File: config.mk
export PLATFORM = sky130hd
export DESIGN_NAME = keypad_dac_setpoint_controller_top
export DESIGN_NICKNAME = d
export VERILOG_FILES = /design/src/hw/rtl/kdsc_pkg.sv /design/src/hw/rtl/kdsc_front.sv /design/src/hw/rtl/kdsc_div.sv /design/src/hw/rtl/kdsc_back.sv /design/src/hw/rtl/keypad_dac_setpoint_controller_top.sv
export SDC_FILE = /design/constraint.sdc
export NUM_CORES = 1
export LEC_CHECK = 0
export BUFFER_PORTS_ARGS = -buffer_cell sky130_fd_sc_hd__buf_2
export CAP_MARGIN = 20
export CORE_MARGIN = 4
export CORE_UTILIZATION = 44
export CTS_CLUSTER_SIZE = 24
export DETAILED_ROUTE_END_ITERATION = 16
export PLACE_DENSITY = 0.7
export SKIP_CTS_REPAIR_TIMING = 1
export SLEW_MARGIN = 20
export SYNTH_ARGS = -nofsm -noshare
export SYNTH_HDL_FRONTEND = slang
export SYNTH_SLANG_ARGS = --single-unit
File: constraint.sdc
create_clock -name clk_i -period 17 [get_ports clk_i]
set_input_delay 1.7 -clock clk_i [delete_from_list [all_inputs] [get_ports clk_i]]
set_output_delay 1.7 -clock clk_i [all_outputs]
set_load 0.01 [all_outputs]
File: src/hw/rtl/kdsc_pkg.sv
// Shared types and constants for the keypad DAC setpoint controller.
// Used by every module under hw/rtl; depends on nothing.
package kdsc_pkg;

  localparam int CFG_W  = 12;
  localparam int MV_W   = 12;
  localparam int CODE_W = 8;
  localparam int NUM_W  = 20;  // holds 4095 * 255 + 2047

  localparam int ADDR_W = 5;
  localparam int DATA_W = 32;

  // Register indexes on the configuration port.
  localparam logic [2:0] REG_DEBOUNCE     = 3'd0;
  localparam logic [2:0] REG_LONG_PRESS   = 3'd1;
  localparam logic [2:0] REG_REPEAT_DELAY = 3'd2;
  localparam logic [2:0] REG_REPEAT_PER   = 3'd3;
  localparam logic [2:0] REG_MAX_MV       = 3'd4;
  localparam logic [2:0] REG_FULL_SCALE   = 3'd5;

  localparam logic [CFG_W-1:0] RST_DEBOUNCE     = 12'd40;
  localparam logic [CFG_W-1:0] RST_LONG_PRESS   = 12'd650;
  localparam logic [CFG_W-1:0] RST_REPEAT_DELAY = 12'd450;
  localparam logic [CFG_W-1:0] RST_REPEAT_PER   = 12'd90;
  localparam logic [CFG_W-1:0] RST_MAX_MV       = 12'd2000;
  localparam logic [CFG_W-1:0] RST_FULL_SCALE   = 12'd3300;

  localparam logic [1:0]        RST_STEP_SEL = 2'd1;
  localparam logic [CODE_W-1:0] CODE_MAX     = 8'd255;

  localparam logic [MV_W-1:0] STEP_MV [4] = '{12'd50, 12'd100, 12'd200, 12'd500};

  typedef struct packed {
    logic enter_level;
    logic cycle_level;
    logic back_level;
    logic off_level;
    logic force_off;
  } tick_t;

  typedef struct packed {
    logic [CODE_W-1:0] dac_code;
    logic [MV_W-1:0]   setpoint_mv;
    logic              output_on;
    logic [1:0]        step_select;
    logic              changed;
  } res_t;

  // Active-high key-down view of one tick, built by the front end.
  typedef struct packed {
    logic enter_dn;
    logic cycle_dn;
    logic back_dn;
    logic off_dn;
    logic force_off;
  } key_evt_t;

  typedef struct packed {
    logic [CFG_W-1:0] debounce_ticks;
    logic [CFG_W-1:0] long_press_ticks;
    logic [CFG_W-1:0] repeat_delay_ticks;
    logic [CFG_W-1:0] repeat_period_ticks;
    logic [CFG_W-1:0] max_setpoint_mv;
    logic [CFG_W-1:0] full_scale_mv;
  } cfg_t;

  typedef enum logic {
    BK_IDLE,
    BK_CODE
  } back_state_e;

endpackage

File: src/hw/rtl/kdsc_front.sv
// Front end: classifies incoming ticks into key-down events and queues them.
// Two-entry queue; uses kdsc_pkg.
module kdsc_front import kdsc_pkg::*; (
  input  logic     clk_i,
  input  logic     rst_ni,
  input  logic     push_i,
  input  tick_t    tick_i,
  output logic     full_o,
  output logic     evt_valid_o,
  input  logic     evt_ready_i,
  output key_evt_t evt_o
);

  key_evt_t   ev_q [2];
  logic       wr_ptr_q, wr_ptr_d;
  logic       rd_ptr_q, rd_ptr_d;
  logic [1:0] cnt_q, cnt_d;
  logic       do_push, do_pop;
  key_evt_t   ev_in;

  assign full_o      = (cnt_q == 2'd2);
  assign evt_valid_o = (cnt_q != 2'd0);
  assign evt_o       = ev_q[rd_ptr_q];
  assign do_push     = push_i && !full_o;
  assign do_pop      = evt_valid_o && evt_ready_i;

  always_comb begin
    ev_in.enter_dn  = ~tick_i.enter_level;
    ev_in.cycle_dn  = ~tick_i.cycle_level;
    ev_in.back_dn   = ~tick_i.back_level;
    ev_in.off_dn    = ~tick_i.off_level;
    ev_in.force_off = tick_i.force_off;
  end

  always_comb begin
    wr_ptr_d = do_push ? ~wr_ptr_q : wr_ptr_q;
    rd_ptr_d = do_pop ? ~rd_ptr_q : rd_ptr_q;
    cnt_d    = cnt_q;
    if (do_push && !do_pop) begin
      cnt_d = cnt_q + 2'd1;
    end else if (do_pop && !do_push) begin
      cnt_d = cnt_q - 2'd1;
    end
  end

  always_ff @(posedge clk_i or negedge rst_ni) begin
    if (!rst_ni) begin
      wr_ptr_q <= 1'b0;
      rd_ptr_q <= 1'b0;
      cnt_q    <= 2'd0;
    end else begin
      wr_ptr_q <= wr_ptr_d;
      rd_ptr_q <= rd_ptr_d;
      cnt_q    <= cnt_d;
    end
  end

  always_ff @(posedge clk_i) begin
    if (do_push) begin
      ev_q[wr_ptr_q] <= ev_in;
    end
  end

endmodule

File: src/hw/rtl/kdsc_div.sv
// DAC code unit: rounded min(mv, max) * 255 / full_scale, saturated at 255.
// Forms the numerator first, then two quotient bits a cycle; uses kdsc_pkg.
module kdsc_div import kdsc_pkg::*; (
  input  logic              clk_i,
  input  logic              rst_ni,
  input  logic              start_i,
  input  logic [MV_W-1:0]   mv_i,
  input  logic [CFG_W-1:0]  max_i,
  input  logic [CFG_W-1:0]  fs_i,
  output logic              done_o,
  output logic [CODE_W-1:0] code_o
);

  logic              busy_q;
  logic [2:0]        cnt_q;
  logic [MV_W-1:0]   mv_q, max_q;
  logic [CFG_W-1:0]  fs_q;
  logic [NUM_W-1:0]  rem_q, d_q;
  logic [CODE_W-1:0] quo_q;
  logic              sat_q;

  logic [MV_W-1:0]   v;
  logic [NUM_W-1:0]  num;
  logic [NUM_W-1:0]  r1, r2, d_half;
  logic              b1, b0;

  always_comb begin
    v      = (mv_q < max_q) ? mv_q : max_q;
    num    = (NUM_W'(v) << 8) - NUM_W'(v) + NUM_W'(fs_q >> 1);
    b1     = (rem_q >= d_q);
    r1     = b1 ? rem_q - d_q : rem_q;
    d_half = d_q >> 1;
    b0     = (r1 >= d_half);
    r2     = b0 ? r1 - d_half : r1;
  end

  assign done_o = busy_q && (cnt_q == 3'd4);
  assign code_o = sat_q ? CODE_MAX : {quo_q[CODE_W-3:0], b1, b0};

  always_ff @(posedge clk_i or negedge rst_ni) begin
    if (!rst_ni) begin
      busy_q <= 1'b0;
      cnt_q  <= 3'd0;
    end else if (start_i) begin
      busy_q <= 1'b1;
      cnt_q  <= 3'd0;
    end else if (busy_q) begin
      cnt_q <= cnt_q + 3'd1;
      if (cnt_q == 3'd4) begin
        busy_q <= 1'b0;
      end
    end
  end

  always_ff @(posedge clk_i) begin
    if (start_i) begin
      mv_q  <= mv_i;
      max_q <= max_i;
      // zero full scale acts as one
      fs_q  <= (fs_i == '0) ? CFG_W'(1) : fs_i;
    end else if (busy_q) begin
      if (cnt_q == 3'd0) begin
        rem_q <= num;
        d_q   <= NUM_W'(fs_q) << 7;
        quo_q <= '0;
      end else begin
        if (cnt_q == 3'd1) begin
          sat_q <= ({1'b0, rem_q} >= {d_q, 1'b0});
        end
        rem_q <= r2;
        d_q   <= d_q >> 2;
        quo_q <= {quo_q[CODE_W-3:0], b1, b0};
      end
    end
  end

endmodule

File: src/hw/rtl/kdsc_back.sv
// Back end: key timers, setpoint and enable state, one tick at a time.
// Starts kdsc_div when the DAC code must be refreshed; uses kdsc_pkg.
module kdsc_back import kdsc_pkg::*; #(
  parameter int TIMER_WIDTH = 12
) (
  input  logic     clk_i,
  input  logic     rst_ni,
  input  cfg_t     cfg_i,
  input  logic     evt_valid_i,
  output logic     evt_ready_o,
  input  key_evt_t evt_i,
  input  logic     out_free_i,
  output logic     res_valid_o,
  output res_t     res_o
);

  localparam int TW = TIMER_WIDTH;
  localparam int CW = (TW > CFG_W) ? TW : CFG_W;

  typedef struct packed {
    logic          stable;
    logic          last;
    logic [TW-1:0] timer;
    logic          press;
  } deb_t;

  function automatic logic [TW-1:0] sat_inc(input logic [TW-1:0] t);
    return (&t) ? t : t + TW'(1);
  endfunction

  // Stable and last sample are kept in key-down polarity.
  function automatic deb_t debounce(input logic dn, input logic stable, input logic last,
                                    input logic [TW-1:0] timer, input logic [CFG_W-1:0] lim);
    deb_t r;
    r.stable = stable;
    r.last   = last;
    r.press  = 1'b0;
    if (dn != last) begin
      r.last  = dn;
      r.timer = '0;
    end else begin
      r.timer = sat_inc(timer);
    end
    if ((CW'(r.timer) > CW'(lim)) && (dn != stable)) begin
      r.stable = dn;
      r.press  = dn;
    end
    return r;
  endfunction

  back_state_e st_q, st_d;

  logic          ent_stable_q, ent_last_q, off_stable_q, off_last_q;
  logic [TW-1:0] ent_timer_q, off_timer_q;
  logic          cyc_held_q, cyc_held_d;
  logic [TW-1:0] cyc_hold_q, cyc_hold_d, cyc_rep_q, cyc_rep_d;
  logic          bk_held_q, bk_held_d, bk_long_q, bk_long_d;
  logic [TW-1:0] bk_hold_q, bk_hold_d;
  logic [MV_W-1:0]   tgt_q, tgt_d;
  logic [1:0]        step_q, step_d;
  logic              en_q, en_d;
  logic [CODE_W-1:0] dac_q, dac_d;
  res_t              res_q;

  deb_t              ent_r, off_r;
  logic              fire_up, fire_dn, chg, en_k, need_code, accept;
  logic [MV_W-1:0]   step_mv, tgt_a, tgt_t;
  logic [MV_W:0]     sum_up;
  res_t              res_now;
  logic              div_done;
  logic [CODE_W-1:0] div_code;

  assign accept = (st_q == BK_IDLE) && evt_valid_i && out_free_i;

  always_comb begin
    step_mv = STEP_MV[step_q];

    // cycle key: fire on press, then auto-repeat
    fire_up    = 1'b0;
    cyc_held_d = cyc_held_q;
    cyc_hold_d = cyc_hold_q;
    cyc_rep_d  = cyc_rep_q;
    if (evt_i.cycle_dn) begin
      if (!cyc_held_q) begin
        cyc_held_d = 1'b1;
        cyc_hold_d = '0;
        cyc_rep_d  = '0;
        fire_up    = 1'b1;
      end else begin
        cyc_hold_d = sat_inc(cyc_hold_q);
        cyc_rep_d  = sat_inc(cyc_rep_q);
        if ((CW'(cyc_hold_d) >= CW'(cfg_i.repeat_delay_ticks)) &&
            (CW'(cyc_rep_d) >= CW'(cfg_i.repeat_period_ticks))) begin
          cyc_rep_d = '0;
          fire_up   = 1'b1;
        end
      end
    end else begin
      cyc_held_d = 1'b0;
    end
    sum_up = {1'b0, tgt_q} + {1'b0, step_mv};
    tgt_a  = tgt_q;
    if (fire_up) begin
      tgt_a = (sum_up > {1'b0, cfg_i.max_setpoint_mv}) ? cfg_i.max_setpoint_mv
                                                       : sum_up[MV_W-1:0];
    end

    // back key: step down on a short release
    fire_dn   = 1'b0;
    bk_held_d = bk_held_q;
    bk_long_d = bk_long_q;
    bk_hold_d = bk_hold_q;
    if (evt_i.back_dn) begin
      if (!bk_held_q) begin
        bk_held_d = 1'b1;
        bk_long_d = 1'b0;
        bk_hold_d = '0;
      end else begin
        bk_hold_d = sat_inc(bk_hold_q);
        if (CW'(bk_hold_d) >= CW'(cfg_i.long_press_ticks)) begin
          bk_long_d = 1'b1;
        end
      end
    end else if (bk_held_q) begin
      bk_hold_d = sat_inc(bk_hold_q);
      bk_held_d = 1'b0;
      fire_dn   = !bk_long_q && (CW'(bk_hold_d) > CW'(cfg_i.debounce_ticks));
    end
    tgt_t = (tgt_a > step_mv) ? tgt_a - step_mv : '0;
    tgt_d = tgt_a;
    if (fire_dn) begin
      tgt_d = (tgt_t > cfg_i.max_setpoint_mv) ? cfg_i.max_setpoint_mv : tgt_t;
    end

    ent_r = debounce(evt_i.enter_dn, ent_stable_q, ent_last_q, ent_timer_q,
                     cfg_i.debounce_ticks);
    off_r = debounce(evt_i.off_dn, off_stable_q, off_last_q, off_timer_q,
                     cfg_i.debounce_ticks);

    en_k   = en_q ^ ent_r.press;
    step_d = step_q + {1'b0, off_r.press};
    chg    = fire_up || fire_dn || ent_r.press || off_r.press;

    // force-off comes after the key handling
    en_d      = en_k && !evt_i.force_off;
    need_code = chg && en_k && !evt_i.force_off;
    dac_d     = (evt_i.force_off || chg) ? '0 : dac_q;

    res_now.dac_code    = dac_d;
    res_now.setpoint_mv = tgt_d;
    res_now.output_on   = en_d;
    res_now.step_select = step_d;
    res_now.changed     = chg || (evt_i.force_off && en_k);
  end

  always_comb begin
    st_d        = st_q;
    evt_ready_o = 1'b0;
    res_valid_o = 1'b0;
    res_o       = res_now;
    case (st_q)
      BK_IDLE: begin
        evt_ready_o = out_free_i;
        if (accept) begin
          if (need_code) begin
            st_d = BK_CODE;
          end else begin
            res_valid_o = 1'b1;
          end
        end
      end
      BK_CODE: begin
        res_o          = res_q;
        res_o.dac_code = div_code;
        if (div_done) begin
          res_valid_o = 1'b1;
          st_d        = BK_IDLE;
        end
      end
      default: begin
        st_d = BK_IDLE;
      end
    endcase
  end

  always_ff @(posedge clk_i or negedge rst_ni) begin
    if (!rst_ni) begin
      st_q         <= BK_IDLE;
      ent_stable_q <= 1'b0;
      ent_last_q   <= 1'b0;
      ent_timer_q  <= '0;
      off_stable_q <= 1'b0;
      off_last_q   <= 1'b0;
      off_timer_q  <= '0;
      cyc_held_q   <= 1'b0;
      cyc_hold_q   <= '0;
      cyc_rep_q    <= '0;
      bk_held_q    <= 1'b0;
      bk_long_q    <= 1'b0;
      bk_hold_q    <= '0;
      tgt_q        <= '0;
      step_q       <= RST_STEP_SEL;
      en_q         <= 1'b0;
      dac_q        <= '0;
    end else begin
      st_q <= st_d;
      if (accept) begin
        ent_stable_q <= ent_r.stable;
        ent_last_q   <= ent_r.last;
        ent_timer_q  <= ent_r.timer;
        off_stable_q <= off_r.stable;
        off_last_q   <= off_r.last;
        off_timer_q  <= off_r.timer;
        cyc_held_q   <= cyc_held_d;
        cyc_hold_q   <= cyc_hold_d;
        cyc_rep_q    <= cyc_rep_d;
        bk_held_q    <= bk_held_d;
        bk_long_q    <= bk_long_d;
        bk_hold_q    <= bk_hold_d;
        tgt_q        <= tgt_d;
        step_q       <= step_d;
        en_q         <= en_d;
        dac_q        <= dac_d;
      end else if ((st_q == BK_CODE) && div_done) begin
        dac_q <= div_code;
      end
    end
  end

  // hold the result fields while the code is computed
  always_ff @(posedge clk_i) begin
    if (accept) begin
      res_q <= res_now;
    end
  end

  kdsc_div u_div (
    .clk_i   (clk_i),
    .rst_ni  (rst_ni),
    .start_i (accept && need_code),
    .mv_i    (tgt_d),
    .max_i   (cfg_i.max_setpoint_mv),
    .fs_i    (cfg_i.full_scale_mv),
    .done_o  (div_done),
    .code_o  (div_code)
  );

endmodule

File: src/hw/rtl/keypad_dac_setpoint_controller_top.sv
// Keypad DAC setpoint controller: APB register file, result register, and
// the front/back pipeline. Depends on kdsc_pkg, kdsc_front and kdsc_back.
//
// Each pushed item is one millisecond keypad tick; each produces exactly one
// result in order. A tick that leaves the DAC code as it was, or forces it to
// zero, gives its result in the same cycle as the back end takes it. A tick
// that changes a setting while the output is on goes through these steps: the
// back end takes the tick, a step forms the rounded numerator, and four steps
// of the radix-4 restoring divider yield the 8-bit code. A two-entry input
// queue and a one-entry result register buffer items when either side stalls.
// Configuration registers, 12 bits wide, sit at byte addresses 0, 4, ... 20.
module keypad_dac_setpoint_controller_top import kdsc_pkg::*; #(
  parameter int TIMER_WIDTH = 12
) (
  input  logic              clk_i,
  input  logic              rst_ni,
  input  logic              push,
  output logic              full,
  input  tick_t             tick_i,
  output logic              empty,
  input  logic              pop,
  output res_t              res_o,
  input  logic              psel,
  input  logic              penable,
  input  logic              pwrite,
  input  logic [ADDR_W-1:0] paddr,
  input  logic [DATA_W-1:0] pwdata,
  output logic [DATA_W-1:0] prdata,
  output logic              pready
);

  cfg_t       cfg_q;
  logic [2:0] reg_idx;
  logic [CFG_W-1:0] rd_val;
  logic       cfg_wr;

  logic       evt_valid, evt_ready;
  key_evt_t   evt;
  logic       res_valid, out_free;
  res_t       res_new;
  logic       out_valid_q;
  res_t       out_q;

  assign pready  = 1'b1;
  assign reg_idx = paddr[ADDR_W-1:2];
  assign cfg_wr  = psel && penable && pwrite && pready;

  always_comb begin
    case (reg_idx)
      REG_DEBOUNCE:     rd_val = cfg_q.debounce_ticks;
      REG_LONG_PRESS:   rd_val = cfg_q.long_press_ticks;
      REG_REPEAT_DELAY: rd_val = cfg_q.repeat_delay_ticks;
      REG_REPEAT_PER:   rd_val = cfg_q.repeat_period_ticks;
      REG_MAX_MV:       rd_val = cfg_q.max_setpoint_mv;
      REG_FULL_SCALE:   rd_val = cfg_q.full_scale_mv;
      default:          rd_val = '0;
    endcase
  end
  assign prdata = DATA_W'(rd_val);

  always_ff @(posedge clk_i or negedge rst_ni) begin
    if (!rst_ni) begin
      cfg_q.debounce_ticks      <= RST_DEBOUNCE;
      cfg_q.long_press_ticks    <= RST_LONG_PRESS;
      cfg_q.repeat_delay_ticks  <= RST_REPEAT_DELAY;
      cfg_q.repeat_period_ticks <= RST_REPEAT_PER;
      cfg_q.max_setpoint_mv     <= RST_MAX_MV;
      cfg_q.full_scale_mv       <= RST_FULL_SCALE;
    end else if (cfg_wr) begin
      case (reg_idx)
        REG_DEBOUNCE:     cfg_q.debounce_ticks      <= pwdata[CFG_W-1:0];
        REG_LONG_PRESS:   cfg_q.long_press_ticks    <= pwdata[CFG_W-1:0];
        REG_REPEAT_DELAY: cfg_q.repeat_delay_ticks  <= pwdata[CFG_W-1:0];
        REG_REPEAT_PER:   cfg_q.repeat_period_ticks <= pwdata[CFG_W-1:0];
        REG_MAX_MV:       cfg_q.max_setpoint_mv     <= pwdata[CFG_W-1:0];
        REG_FULL_SCALE:   cfg_q.full_scale_mv       <= pwdata[CFG_W-1:0];
        default:          ;
      endcase
    end
  end

  kdsc_front u_front (
    .clk_i       (clk_i),
    .rst_ni      (rst_ni),
    .push_i      (push),
    .tick_i      (tick_i),
    .full_o      (full),
    .evt_valid_o (evt_valid),
    .evt_ready_i (evt_ready),
    .evt_o       (evt)
  );

  kdsc_back #(
    .TIMER_WIDTH (TIMER_WIDTH)
  ) u_back (
    .clk_i       (clk_i),
    .rst_ni      (rst_ni),
    .cfg_i       (cfg_q),
    .evt_valid_i (evt_valid),
    .evt_ready_o (evt_ready),
    .evt_i       (evt),
    .out_free_i  (out_free),
    .res_valid_o (res_valid),
    .res_o       (res_new)
  );

  // the back end starts a tick only when its result has a place to land
  assign out_free = !out_valid_q || pop;
  assign empty    = !out_valid_q;
  assign res_o    = out_q;

  always_ff @(posedge clk_i or negedge rst_ni) begin
    if (!rst_ni) begin
      out_valid_q <= 1'b0;
    end else if (res_valid) begin
      out_valid_q <= 1'b1;
    end else if (pop) begin
      out_valid_q <= 1'b0;
    end
  end

  always_ff @(posedge clk_i) begin
    if (res_valid) begin
      out_q <= res_new;
    end
  end

endmodule
Word level (Yosys, flattened, before mapping) --
Memory sizes are Yosys's and may differ from the RTL's. Index checks and enable logic that the tools add are counted.
Storage, ports and cells: logic and storage cells 224, register bits 295, bits in writable memories 10, memories kept 1
Operators by class: bitwise gates (word level) 11, equal/unequal tests 13, multiplexer cells 63, reduce and logical (&&, ||, !) cells 60, add/subtract/negate cells 15, magnitude comparators 14
Memory list:
- u_front.ev_q | words 2, width 5, read ports 1, clocked after Yosys merged registers in 0, write ports 1, line kdsc_front.sv:14 | key_evt_t ev_q [2];
Operators by type and width (count):
- $mux W12 | 21
- $pmux W12 S6 | 1
- $add A12 B1 Y12 const B | 5
- $gt A12 B12 Y1 | 5
- $mux W20 | 3
- $reduce_and A12 Y1 | 5
- $ge A12 B12 Y1 | 3
- $mux W8 | 4
- $reduce_and A2 Y1 | 13
- $mux W1 | 25
- $bmux W12 S2 | 1
- $mux W24 | 1
- $ge A20 B21 Y1 | 1
- $add A20 B11 Y20 | 1
- $ge A20 B19 Y1 | 1
- $ge A20 B20 Y1 | 1
- $sub A20 B12 Y20 | 1
- $sub A20 B19 Y20 | 1
- $sub A20 B20 Y20 | 1
- $logic_and A1 B1 Y1 | 19
- $mux W18 | 1
- $add A12 B12 Y13 | 1
- $gt A13 B12 Y1 | 1
- $logic_not A12 Y1 | 1
- 25 further kinds | 59

Depth between registers and ports, before layout --
depth in word-level cells 16, gate-level depth with buffers 42

Hierarchy --
From an unflattened synthesis, not the netlist that was laid out.
Second synthesis, totals: cell total of the unflattened synthesis 2294, area, all modules 22076.2 sq um
Modules (own cells, without submodules):
- kdsc_back | times used 1, area an instance 9669.3 sq um, cells an instance 1148, sequential area each 2758.9 sq um
- kdsc_div | times used 1, area an instance 7514.7 sq um, cells an instance 815, sequential area each 2562.5 sq um
- keypad_dac_setpoint_controller_top | times used 1, area an instance 4305.4 sq um, cells an instance 292, sequential area each 2580.0 sq um
- kdsc_front | times used 1, area an instance 586.8 sq um, cells an instance 39, sequential area each 400.4 sq um

Worst setup path after synthesis --
Ideal clock, no wire load.
path type register to register, start point reg u_back.step_q[0], end point reg out_q, in the netlist res_o[5] (data pin), data required time 16.740 ns, arrival 7.984 ns, path slack 8.756 ns, cell stages (with the launch flop) 42, cell sequence dfstp_2 inv_1 ha_1 inv_1 ha_1 o211ai_1 o31a_1 a211oi_2 nor2_1 o21ai_0 o31ai_1 ha_1 a21o_1 a21oi_1 o211ai_1 o21ai_0 nand2_1 clkbuf_1 [6 not listed] nor2b_1 o21ai_0 o22ai_2 o21a_1 buf_6 nor3_1 ha_1 a21o_1 a21o_1 a21oi_1 o21ai_0 o22a_1 clkbuf_1 inv_1 clkbuf_1 o211ai_1 a31o_2 mux2_2
RTL lines:
- start: declaration | line kdsc_back.sv:60 | logic [1:0] step_q, step_d;
- start signal: assignment | line kdsc_back.sv:221 | step_q <= step_d;
- end signal: assignment | line keypad_dac_setpoint_controller_top.sv:124 | out_q <= res_new;
- end: declaration | line keypad_dac_setpoint_controller_top.sv:42 | res_t out_q;

==> summary.txt <==
Status: completed
Post-Syn Area: 21400 sq um
Clock root cell: clkbuf_16
Total CTS buffers: 36
Clk_lat worst skew: 550 ps
Area occupied by multi-input gates: 12100 sq um
Setup TNS Final: 0 ps
#FFs+latches synth: 304
Number of global-route vias before repair: 16900
GRT overflow: 0
Clk buf depth: 3
Met3 Use GR: 4.20%
Die height: 229 um
Syn-to-layout area delta: 9.47%
Top cell type's share of synthesized area: 18.5%
Crit path kind: reg2reg
Syn Inst Count: 2259
Post-DP Area: 22300 sq um
Slowest stage cell, crit path: dfstp_2
Post-layout nets: 2564
Tmin final: 10350 ps
Vias: 17000
Final hold slack: 486 ps
Worst Hold Class: reg2reg
Top FF cell, synth: dfrtp_1
VDD IR-drop max: 0.0925 mV
M2 GR Usage: 33.3%
CP Data Arrival Time: 10650 ps
Yosys warnings: 0
Sink Count: 304
DR pass1 iterations: 5
CP endpoint kind: flip-flop
Layout cell share with drive strength beyond 1: 11.7%
Min-delay src: u_back.dac_q[7]$_DFFE_PN0P_
Core Area: 47900 sq um
Final Skew: 18.8 ps
Routed Wire Length: 54.0 mm
Drt wl/cell: 18.4 um
GRT met1 Usage: 27.1%
Cell area after layout: 23500 sq um
Final Wtd Congestion: 0.938
Final Slew Violations: 0
Actual slew at the worst max-slew pin: 1030 ps
Worst Path Max Fanout: 18
Avg Inst Size Synth: 9.48 sq um
Fillers: 4368
Number of synthesized flops with an enable pin: 132
Worst EP required: 17300 ps
Antenna violations before repair: 0
Initial Util: 44.7%
Die X: 229 um
CTS H-tree depth: 2
Asr flop ratio synth: 56.6%
Top post-synthesis cells by area: edfxtp_1 19%, dfrtp_1 17%, ha_1 13%
Static leakage: 10.6 nW
Setup crit start: u_back.step_q[0]$_DFFE_PN1P_
Number of top-level pins: 108
Max Freq: 96.6 MHz
Reg area: 8300 sq um
Most Crowded Layer GR: met2
DP Wirelength: 40.8 mm
Port Buffers: 64
DRC: 0
Final core occ: 48.9%
CP delay by family, top: compound AO/OA/AOI/OAI gates
CTS tree: yes
Worst r2r src: u_back.step_q[0]$_DFFE_PN1P_
Routed Antenna Nets: 0
PwrDens: 173 nW/um^2
Initial DRC count: 1124
Row count: 80
Tcrit/Tclk final: 60.9%
Max-slew headroom: 30.9%
Type of origin of the critical path: flip-flop
Avg Vias per Cell: 5.81
RSZ-0062 raised after global routing: false
All-Layer GR Usage: 20.5%
Reg2Reg Depth: 36
Distinct cells, synth: 85
Final setup fails: 0
Die area: 52300 sq um
CP max stage delay: 620 ps
Max cap viols: 0
Pin count of the biggest net entering global routing: 71
Endpoints failing hold: 0
CP Buf/Inv Count: 3
Ant. Diodes: 0
WHS Path Cells: 1
Synth area leader: edfxtp_1
Seq/Total Area, Yosys: 38.7%
CP Depth: 36
First-pass GRT wire length: 88.2 mm
Clk pin slew, worst setup/hold paths: 60 ps
## cells in the mapped netlist, drive strengths merged, types with 10 or more instances
cell type	count
a211oi	12
a21o	51
a21oi	124
a22o	25
a22oi	12
a31oi	21
a32o	10
and2	14
and3	26
buf	31
clkbuf	80
dfrtp	145
dfstp	27
edfxtp	132
ha	221
inv	165
mux2	67
mux2i	49
nand2	234
nand2b	29
nand3	47
nand4	39
nor2	160
nor2b	25
nor3	38
nor4	12
o21a	23
o21ai	156
o22ai	14
o31ai	15
or3	15
xnor2	69
xor2	37
## cell usage in the layout, fill, tap and decap left out, types with 13 or more instances in the layout
cell,n
o21ai_0,153
ha_1,221
a21o_1,51
and2_1,14
dfstp_2,27
nand4_1,39
nor3_1,36
xor2_1,37
nand3_1,47
or3_1,13
nor2_1,158
conb_1,21
and3_1,25
nor2b_1,23
clkbuf_16,38
edfxtp_1,132
buf_2,63
o21a_1,23
nand2b_1,29
mux2i_1,49
o31ai_1,14
a22o_1,25
buf_4,17
a21oi_1,123
dfrtp_1,145
a31oi_1,21
nand2_1,234
mux2_2,67
o22ai_1,13
xnor2_1,69
inv_1,164
## routing by layer
layer	share of wire, %	wire length (um)	up-vias
li1	-	-	8186
met1	44	23900	8217
met2	46	24900	491
met3	6.1	3270	111
met4	3.7	1990	0
met5	0	0	-
## state kept, by name (all words and copies together), names as in the netlist, 10 cells and up
name                cells
cfg_q                  72
res_o                  24
u_back.bk_hold_q       12
u_back.cyc_hold_q      12
u_back.cyc_rep_q       12
u_back.ent_timer_q     12
u_back.off_timer_q     12
u_back.res_q           16
u_back.tgt_q           12
u_back.u_div.d_q       19
u_back.u_div.fs_q      12
u_back.u_div.max_q     12
u_back.u_div.mv_q      12
u_back.u_div.rem_q     20
u_front.ev_q           10
## final timing paths
| kind | to | slack (ps) |
|---|---|---|
| min in group asynchronous | u_back.ent_timer_q[4]$_DFFE_PN0P_ | 1090 |
| hold reg to reg | u_back.dac_q[7]$_DFFE_PN0P_ | 490 |
| setup / recovery | res_o[14]$_DFFE_PP_ | 6650 |
| max in group asynchronous | u_back.cyc_hold_q[4]$_DFFE_PN0P_ | 14650 |
| setup reg to reg | res_o[14]$_DFFE_PP_ | 6650 |
| hold / removal | u_back.dac_q[7]$_DFFE_PN0P_ | 490 |
## kinds of logic (layout without fill, tap and decap cells)
group / after synthesis / count (layout) / synth area share [%]
xor gates and xnor gates: 106 / 106 / 4.33
muxes: 123 / 123 / 6.55
AOI/OAI and AO/OA: 552 / 552 / 16.8
other: 2 / 21 / 0.0351
buffers and inverters: 277 / 313 / 5.26
adders and majority gates: 229 / 229 / 13.7
DFF: 304 / 304 / 38.7
and+or+nand+nor: 666 / 666 / 14.6
## where the power goes
| part | switching, W | internal (W) | leakage (nW) |
|---|---|---|---|
| Clock | 0.000311 | 0.000461 | 0.585 |
| Sequential | 0.000139 | 0.00102 | 3.38 |
| Combinational | 0.00129 | 0.000838 | 6.61 |
| Total | 0.00173 | 0.00231 | 10.6 |
## layout make-up
| type | count | share of cell area (%) |
|---|---|---|
| clock buffer | 54 | 4.67 |
| clock inverter | 12 | 0.368 |
| inverter | 166 | 2.66 |
| multi-input combinational | 1697 | 51.7 |
| sequential | 304 | 35.4 |
| tap | 615 | 3.28 |
| timing repair buffer | 81 | 1.94 |
## through the flow
stage / cells / setup WS (ps) / power (W)
after global placement: 2863 / 6890 / 0.00318
after floorplan: 2278 / 8760 / 0.00271
final: 2929 / 6650 / 0.00405
after CTS: 2929 / 6790 / 0.00404
after detailed placement: 2863 / 6830 / 0.00326
after global routing: 2929 / 5960 / 0.00437
Power figures use the tool's default switching activity.
